===== src/hw/rtl/job_dispatcher_idle_worker_pool_assert.svh =====
// Assertion macros used by the dispatcher datapath.
// Needs a clock named clk and an active-low reset named arst_n in scope.
`ifndef JOB_DISPATCHER_IDLE_WORKER_POOL_ASSERT_SVH
`define JOB_DISPATCHER_IDLE_WORKER_POOL_ASSERT_SVH

// expr must hold at every clock edge outside reset
`define JDIWP_ASSERT_ALWAYS(label, expr, msg) \
	label: assert property (@(posedge clk) disable iff (!arst_n) (expr)) else $error(msg);

// when ante holds, cons must hold in the following cycle
`define JDIWP_ASSERT_NEXT(label, ante, cons, msg) \
	label: assert property (@(posedge clk) disable iff (!arst_n) (ante) |=> (cons)) \
		else $error(msg);

`endif


===== src/hw/rtl/jdiwp_pkg.sv =====
// Shared types and codes for the job dispatcher.
// No dependencies; imported by the controller, datapath and top level.
package jdiwp_pkg;

	localparam logic [1:0] KIND_SUBMIT = 2'd0;
	localparam logic [1:0] KIND_READY  = 2'd1;
	localparam logic [1:0] KIND_REMOVE = 2'd2;

	typedef struct packed {
		logic [1:0]  kind;
		logic [15:0] job_id;
		logic [2:0]  worker_id;
		logic        worker_finished;
	} evt_item_t;

	typedef struct packed {
		logic        dispatch_valid;
		logic [2:0]  dispatch_worker;
		logic [15:0] dispatch_job;
		logic        completed_valid;
		logic [15:0] completed_job;
		logic        queue_overflow;
		logic [4:0]  jobs_in_flight;
		logic        all_done;
		logic [4:0]  pending_count;
		logic [4:0]  peak_pending;
	} res_item_t;

	typedef enum logic [0:0] {
		ST_IDLE,
		ST_EXEC
	} state_t;

	typedef struct packed {
		logic capture;
		logic execute;
	} dp_cmd_t;

	typedef struct packed {
		logic out_blocked;
	} dp_sts_t;

endpackage


===== src/hw/rtl/jdiwp_ctrl.sv =====
// Controller FSM for the job dispatcher: accept, then execute.
// Uses jdiwp_pkg; drives datapath commands and the input stall.
module jdiwp_ctrl (
	input  logic              clk,
	input  logic              arst_n,
	input  logic              evt_valid,
	output logic              evt_stall,
	input  jdiwp_pkg::dp_sts_t sts,
	output jdiwp_pkg::dp_cmd_t cmd
);
	import jdiwp_pkg::*;

	state_t state_q, state_n;

	always_ff @(posedge clk or negedge arst_n) begin
		if (!arst_n) begin
			state_q <= ST_IDLE;
		end else begin
			state_q <= state_n;
		end
	end

	always_comb begin
		state_n = state_q;
		unique case (state_q)
			ST_IDLE: begin
				if (evt_valid) state_n = ST_EXEC;
			end
			ST_EXEC: begin
				// hold the item until the result register is free
				if (!sts.out_blocked) state_n = ST_IDLE;
			end
			default: state_n = ST_IDLE;
		endcase
	end

	always_comb begin
		cmd.capture = (state_q == ST_IDLE) && evt_valid;
		cmd.execute = (state_q == ST_EXEC) && !sts.out_blocked;
		evt_stall   = (state_q != ST_IDLE);
	end

endmodule


===== src/hw/rtl/jdiwp_dp.sv =====
// Datapath of the job dispatcher: worker masks, pending FIFO, held-job store,
// counters and result register. Uses jdiwp_pkg and the assertion macro header.
`include "job_dispatcher_idle_worker_pool_assert.svh"

module jdiwp_dp #(
	parameter int WORKERS     = 8,
	parameter int QUEUE_DEPTH = 16,
	parameter int JOB_ID_BITS = 16
) (
	input  logic                 clk,
	input  logic                 arst_n,
	input  jdiwp_pkg::dp_cmd_t   cmd,
	output jdiwp_pkg::dp_sts_t   sts,
	input  jdiwp_pkg::evt_item_t evt,
	output logic                 res_valid,
	input  logic                 res_stall,
	output jdiwp_pkg::res_item_t res
);
	import jdiwp_pkg::*;

	localparam int WW = (WORKERS > 1) ? $clog2(WORKERS) : 1;
	localparam int QW = $clog2(QUEUE_DEPTH);
	localparam int FW = $clog2(QUEUE_DEPTH + 1);
	localparam int CW = $clog2(WORKERS + QUEUE_DEPTH + 1);

	// stores
	logic [JOB_ID_BITS-1:0] pend_mem [QUEUE_DEPTH];
	logic [JOB_ID_BITS-1:0] held_mem [WORKERS];
	logic [JOB_ID_BITS-1:0] pend_rd_q, held_rd_q;

	// control state
	logic [WORKERS-1:0] idle_q, busy_q, idle_n, busy_n;
	logic [QW-1:0]      head_q, tail_q, head_n, tail_n;
	logic [FW-1:0]      fill_q, fill_n, peak_q, peak_n;
	logic [CW-1:0]      flight_q, flight_n;

	evt_item_t item_q;
	res_item_t res_q, res_n;
	logic      res_valid_q;

	// execute-cycle write controls
	logic                   held_we, pend_we;
	logic [WW-1:0]          held_wa;
	logic [JOB_ID_BITS-1:0] held_wd, pend_wd;

	// item capture and registered store reads
	always_ff @(posedge clk) begin
		if (cmd.capture) begin
			item_q    <= evt;
			held_rd_q <= held_mem[WW'(evt.worker_id)];
		end
		pend_rd_q <= pend_mem[head_q];
		if (held_we) held_mem[held_wa] <= held_wd;
		if (pend_we) pend_mem[tail_q] <= pend_wd;
	end

	always_comb begin
		logic [WW-1:0]          wi;
		logic                   w_ok;
		logic                   place_en;
		logic [JOB_ID_BITS-1:0] place_job;
		logic                   pick_found;
		logic [WW-1:0]          pick_idx;

		wi         = WW'(item_q.worker_id);
		w_ok       = 32'(item_q.worker_id) < WORKERS;
		place_en   = 1'b0;
		place_job  = JOB_ID_BITS'(item_q.job_id);
		pick_found = 1'b0;
		pick_idx   = '0;

		idle_n   = idle_q;
		busy_n   = busy_q;
		head_n   = head_q;
		tail_n   = tail_q;
		fill_n   = fill_q;
		flight_n = flight_q;
		held_we  = 1'b0;
		held_wa  = wi;
		held_wd  = pend_rd_q;
		pend_we  = 1'b0;
		pend_wd  = place_job;
		res_n    = '0;

		unique case (item_q.kind)
			KIND_SUBMIT: begin
				place_en = 1'b1;
			end
			KIND_READY: begin
				if (w_ok) begin
					if (busy_q[wi]) begin
						res_n.completed_valid = 1'b1;
						res_n.completed_job   = 16'(held_rd_q);
						busy_n[wi]            = 1'b0;
						if (flight_n != '0) flight_n = flight_n - CW'(1);
					end
					if (fill_q != '0) begin
						// oldest waiting job goes straight to this worker
						head_n = (head_q == QW'(QUEUE_DEPTH - 1)) ? '0 : head_q + QW'(1);
						fill_n = fill_q - FW'(1);
						idle_n[wi] = 1'b0;
						busy_n[wi] = 1'b1;
						held_we    = 1'b1;
						res_n.dispatch_valid  = 1'b1;
						res_n.dispatch_worker = 3'(wi);
						res_n.dispatch_job    = 16'(pend_rd_q);
					end else begin
						idle_n[wi] = 1'b1;
					end
				end
			end
			KIND_REMOVE: begin
				if (w_ok) begin
					idle_n[wi] = 1'b0;
					if (busy_q[wi]) begin
						busy_n[wi] = 1'b0;
						if (flight_n != '0) flight_n = flight_n - CW'(1);
						if (item_q.worker_finished) begin
							res_n.completed_valid = 1'b1;
							res_n.completed_job   = 16'(held_rd_q);
						end else begin
							place_en  = 1'b1;
							place_job = held_rd_q;
						end
					end
				end
			end
			default: ;
		endcase

		// lowest idle worker
		for (int i = WORKERS - 1; i >= 0; i--) begin
			if (idle_n[i]) begin
				pick_found = 1'b1;
				pick_idx   = WW'(i);
			end
		end

		if (place_en) begin
			if (pick_found) begin
				idle_n[pick_idx] = 1'b0;
				busy_n[pick_idx] = 1'b1;
				held_we  = 1'b1;
				held_wa  = pick_idx;
				held_wd  = place_job;
				flight_n = flight_n + CW'(1);
				res_n.dispatch_valid  = 1'b1;
				res_n.dispatch_worker = 3'(pick_idx);
				res_n.dispatch_job    = 16'(place_job);
			end else if (fill_q < FW'(QUEUE_DEPTH)) begin
				pend_we  = 1'b1;
				pend_wd  = place_job;
				tail_n   = (tail_q == QW'(QUEUE_DEPTH - 1)) ? '0 : tail_q + QW'(1);
				fill_n   = fill_q + FW'(1);
				flight_n = flight_n + CW'(1);
			end else begin
				res_n.queue_overflow = 1'b1;
			end
		end

		peak_n = (fill_n > peak_q) ? fill_n : peak_q;

		res_n.jobs_in_flight = 5'(flight_n);
		res_n.all_done       = (flight_n == '0);
		res_n.pending_count  = 5'(fill_n);
		res_n.peak_pending   = 5'(peak_n);

		if (!cmd.execute) begin
			held_we = 1'b0;
			pend_we = 1'b0;
		end
	end

	always_ff @(posedge clk or negedge arst_n) begin
		if (!arst_n) begin
			idle_q   <= '0;
			busy_q   <= '0;
			head_q   <= '0;
			tail_q   <= '0;
			fill_q   <= '0;
			flight_q <= '0;
			peak_q   <= '0;
		end else if (cmd.execute) begin
			idle_q   <= idle_n;
			busy_q   <= busy_n;
			head_q   <= head_n;
			tail_q   <= tail_n;
			fill_q   <= fill_n;
			flight_q <= flight_n;
			peak_q   <= peak_n;
		end
	end

	// result register
	always_ff @(posedge clk or negedge arst_n) begin
		if (!arst_n) begin
			res_valid_q <= 1'b0;
		end else if (cmd.execute) begin
			res_valid_q <= 1'b1;
		end else if (res_valid_q && !res_stall) begin
			res_valid_q <= 1'b0;
		end
	end

	always_ff @(posedge clk) begin
		if (cmd.execute) res_q <= res_n;
	end

	assign sts.out_blocked = res_valid_q && res_stall;
	assign res_valid       = res_valid_q;
	assign res             = res_q;

	`JDIWP_ASSERT_ALWAYS(a_idle_busy_disjoint, (idle_q & busy_q) == '0, "worker both idle and busy")
	`JDIWP_ASSERT_ALWAYS(a_flight_matches, flight_q == CW'(fill_q) + CW'($countones(busy_q)), "in-flight count off")
	`JDIWP_ASSERT_ALWAYS(a_peak_covers_fill, peak_q >= fill_q, "peak below queue fill")
	`JDIWP_ASSERT_NEXT(a_exec_loads_result, cmd.execute, res_valid_q, "result not loaded")

endmodule


===== src/hw/rtl/job_dispatcher_idle_worker_pool.sv =====
// A result is loaded when its item executes, after the item and held-job read
// are registered; execute waits while the previous result is still stalled.
// Items do not overlap: the held-job store and the pending queue memory are read
// into registers before the update, so the next item waits until it completes.
// A stalled result blocks the next update but the next item is still accepted.
// Reset (arst_n low, async) clears masks, pointers and counters; job stores stay
// undefined until written and need no clearing pass.
module job_dispatcher_idle_worker_pool #(
	parameter int WORKERS     = 8,
	parameter int QUEUE_DEPTH = 16,
	parameter int JOB_ID_BITS = 16
) (
	input  logic                 clk,
	input  logic                 arst_n,
	input  logic                 evt_valid,
	output logic                 evt_stall,
	input  jdiwp_pkg::evt_item_t evt,
	output logic                 res_valid,
	input  logic                 res_stall,
	output jdiwp_pkg::res_item_t res
);
	import jdiwp_pkg::*;

	dp_cmd_t cmd;
	dp_sts_t sts;

	jdiwp_ctrl u_ctrl (
		.clk       (clk),
		.arst_n    (arst_n),
		.evt_valid (evt_valid),
		.evt_stall (evt_stall),
		.sts       (sts),
		.cmd       (cmd)
	);

	jdiwp_dp #(
		.WORKERS     (WORKERS),
		.QUEUE_DEPTH (QUEUE_DEPTH),
		.JOB_ID_BITS (JOB_ID_BITS)
	) u_dp (
		.clk       (clk),
		.arst_n    (arst_n),
		.cmd       (cmd),
		.sts       (sts),
		.evt       (evt),
		.res_valid (res_valid),
		.res_stall (res_stall),
		.res       (res)
	);

endmodule

===== config.mk =====
export PLATFORM = sky130hd
export DESIGN_NAME = job_dispatcher_idle_worker_pool
export DESIGN_NICKNAME = d
export VERILOG_FILES = /design/src/hw/rtl/jdiwp_pkg.sv /design/src/hw/rtl/jdiwp_ctrl.sv /design/src/hw/rtl/jdiwp_dp.sv /design/src/hw/rtl/job_dispatcher_idle_worker_pool.sv
export VERILOG_INCLUDE_DIRS = /design/src /design/src/hw/rtl
export SDC_FILE = /design/constraint.sdc
export NUM_CORES = 1
export LEC_CHECK = 0
export ABC_AREA = 1
export BUFFER_PORTS_ARGS = -buffer_cell sky130_fd_sc_hd__buf_2
export CAP_MARGIN = 20
export CORE_ASPECT_RATIO = 2
export CORE_MARGIN = 3
export CORE_UTILIZATION = 46
export CTS_BUF_LIST = sky130_fd_sc_hd__clkbuf_4 sky130_fd_sc_hd__clkbuf_8 sky130_fd_sc_hd__clkbuf_16
export DETAILED_ROUTE_END_ITERATION = 12
export PLACE_DENSITY = 0.61
export SKIP_LAST_GASP = 1
export SYNTH_ARGS = -nofsm -noshare
export SYNTH_HDL_FRONTEND = slang
export SYNTH_SLANG_ARGS = --single-unit

===== constraint.sdc =====
create_clock -name clk -period 5.2 [get_ports clk]
set_clock_uncertainty 0.1 [all_clocks]
set_input_delay 0.52 -clock clk [delete_from_list [all_inputs] [get_ports clk]]
set_output_delay 0.52 -clock clk [all_outputs]
set_load 0.005 [all_outputs]

==> qor.txt <==
Final ANT Viol Nets -> 0
Register area share after synthesis -> 0.707
Leak Pwr -> 9.27 nW
RSZ-0062 raised after global routing -> no
Mapped Cells -> 1886
Worst skew pair latency -> 580 ps
I/O Pins -> 82
Peak Freq -> 0.233 GHz
Clock root cell -> clkbuf_16
Vias/cell -> 5.62
Seq cells post-synth -> 533
DRC errors left -> 0
Share of cells above drive strength 1 -> 0.138
Dpl hpwl -> 36.8 mm
TNS Setup -> 0 ps
Core outline area -> 47500 sq um
Pin count of the biggest net entering global routing -> 100
Cell area power density -> 582 nW/um^2
Total track usage -> 0.224
Setup WS pre-CTS -> 898 ps
Final Hold Fails -> 0
Crit start category -> flip-flop
Inst Count DP -> 2561
RD Place Congestion -> 0.886
CP Max Fanout -> 21
WL/cell -> 21.6 microns
Syn avg cell area -> 11.7 sq um
Clock sinks -> 533
Yosys synthesis warning count -> 0
Final setup margin -> 899 ps
Post-Route WL -> 57.7 mm
Nets -> 2039
Final core occ -> 0.529
Worst hold margin -> 25.0 ps
GR Overflow Total -> 0
Synthesized cell area -> 22100 sq um
Worst hold-check path type -> input pin to flip-flop
First-pass detailed-route iteration total -> 6
Vias in the first global route -> 14800
Post-CTS sizing -> 0
Period utilization -> 0.827
WS Path Type -> flip-flop to flip-flop
CTS buffer count -> 47
Design Power -> 14.6 mW
Final std cells w/o fill -> 2666
Die height -> 316 microns
Die W -> 161 microns
Post-Syn Nets -> 1930
Relative slew slack -> 0.284
CTS tree -> yes
Rows -> 113
CP Data Required Time -> 5440 ps
Final min period -> 4300 ps
CP endpoint kind -> flip-flop
Area Overhead vs Synth -> 13.7%
Bufs on Longest Clock Path -> 3
Starting density of the core -> 0.466
CTS H-Tree Depth -> 2
First DRT Iteration DRCs -> 1184
Max IR drop VDD -> 357 uV
Measured slew at the worst slew-check pin -> 1070 ps
Max Slew Vio Count -> 0
Finished Cell Area -> 25100 sq um
Synth unique cells -> 48
Initial antenna violation count -> 0
Count of final setup violators -> 0
First-pass GRT wire length -> 85.9 mm
WP data arrival -> 4540 ps
MaxCap Viol Count -> 0
IO buf count -> 81
Clk slew on worst S/H paths -> 70 ps
Die Area -> 50900 sq um
Placed Area -> 23400 sq um
Status -> complete, no violations
Via count -> 15000
N_diodes -> 0
Number of post-CTS setup repair buffers -> 0
-- sequential cells by signal, indices dropped and copies added (netlist names) --
signal,cells
u_ctrl.evt_stall,1
u_dp.busy_q,8
u_dp.fill_q,5
u_dp.flight_q,5
u_dp.head_q,4
u_dp.held_mem,128
u_dp.held_rd_q,16
u_dp.idle_q,8
u_dp.item_q,22
u_dp.peak_q,5
u_dp.pend_mem,256
u_dp.pend_rd_q,16
u_dp.res,54
u_dp.res_valid,1
u_dp.tail_q,4
-- synthesized netlist by cell type (all sizes together) --
| cell | count | area [sq um] |
|---|---|---|
| o221ai | 12 | 105 |
| o31ai | 16 | 120 |
| nand3 | 85 | 458 |
| buf | 19 | 118 |
| a22oi | 6 | 45.0 |
| dfxtp | 16 | 320 |
| nor4 | 1 | 6.26 |
| a31oi | 20 | 125 |
| a32oi | 1 | 8.76 |
| nand3b | 2 | 15.0 |
| xor2 | 9 | 78.8 |
| a221oi | 19 | 166 |
| o22ai | 38 | 238 |
| nor3 | 3 | 20.0 |
| a21oi | 56 | 292 |
| o21bai | 5 | 37.5 |
| edfxtp | 476 | 14300 |
| or2 | 22 | 138 |
| nor2 | 254 | 988 |
| and2 | 3 | 18.8 |
| dfrtp | 41 | 1030 |
| nand4 | 17 | 106 |
| o2111ai | 2 | 17.5 |
| clkinv | 4 | 16.3 |
| o211ai | 6 | 45.0 |
| clkbuf | 80 | 302 |
| o21ai | 238 | 1200 |
| o21a | 1 | 7.51 |
| inv | 115 | 434 |
| ha | 18 | 225 |
| nand2 | 301 | 1150 |
-- worst max-delay path: stages, from the launching register on --
cell and delay (ps):
edfxtp_1 390, inv_1 100, ha_1 230, buf_4 200
inv_1 350, o21ai_0 160, nand2_1 150, nand2_1 120
nor2_4 130, nand2_4 80, nor2_4 90, nand2_2 150
nand2_1 130, nand2_1 90, ha_1 270, nand2_1 40
inv_1 60, nand3_1 70, or2_2 270, a32oi_1 410
inv_1 210, o21a_1 220
-- logic make-up (layout without fill, tap and decap cells) --
logic type / count (synthesis) / count (layout) / synth area share
xor gates and xnor gates: 9 / 9 / 0.00356
AOI/OAI and AO/OA: 420 / 420 / 0.109
buffers and inverters: 218 / 366 / 0.0393
and+or+nand+nor: 688 / 688 / 0.131
adders and majority gates: 18 / 18 / 0.0102
DFF: 533 / 533 / 0.707
-- metal layers --
| metal | vias up | share of wire | GRT usage |
|---|---|---|---|
| met1 | 7343 | 0.35 | 0.244 |
| met2 | 521 | 0.54 | 0.419 |
| li1 | 6931 | - | - |
| met4 | 0 | 0.063 | 0.133 |
| met3 | 183 | 0.044 | 0.0242 |
| met5 | - | 0 | 0 |
-- worst paths after layout --
| kind | startpoint | end | slack [ps] | depth (start not counted) |
|---|---|---|---|---|
| setup / recovery | u_dp.item_q[20] | u_dp.res[1] | 900 | 21 |
| hold / removal | evt[17] | u_dp.item_q[17] | 20 | 1 |
| setup reg to reg | u_dp.item_q[20] | u_dp.res[1] | 900 | 21 |
| hold reg to reg | u_dp.idle_q[2] | u_dp.idle_q[2] | 380 | 2 |
| max in group asynchronous | arst_n | u_dp.head_q[0] | 4040 | 3 |
| min in group asynchronous | arst_n | u_dp.flight_q[0] | 460 | 3 |
-- timing repair --
action,CTS,global route
endpoints found under the setup margin,0,0
endpoints found under the hold margin,50,0
hold buffers,10,0
-- cell type report --
class,instances,area [sq um]
Fill cell,4069,22400
Sequential cell,533,15600
Multi-Input combinational cell,1135,5630
Clock buffer,56,1300
Timing Repair Buffer,159,1020
Tap cell,632,791
Inverter,119,453
Clock inverter,32,314
-- placed cells by master, fill, tap and decap left out, drive strengths merged, types with 10 or more instances in the layout --
cell type	synthesis	layout
edfxtp	476	476
nand2	301	301
nor2	254	254
o21ai	238	238
buf	19	149
inv	115	114
nand3	85	85
a21oi	56	56
clkbuf	80	56
dfrtp	41	41
o22ai	38	38
clkinv	4	27
or2	22	22
a31oi	20	20
a221oi	19	19
ha	18	18
nand4	17	17
o31ai	16	16
dfxtp	16	16
o221ai	12	12
dlygate4sd3	0	10
-- power breakdown --
| part | internal [mW] | total [mW] | switching, mW |
|---|---|---|---|
| logic | 1.35 | 4.73 | 3.37 |
| registers | 5.94 | 6.31 | 0.377 |
| clock network | 2.04 | 3.59 | 1.55 |
| total | 9.34 | 14.6 | 5.29 |
(Power assumes the default switching activity.)
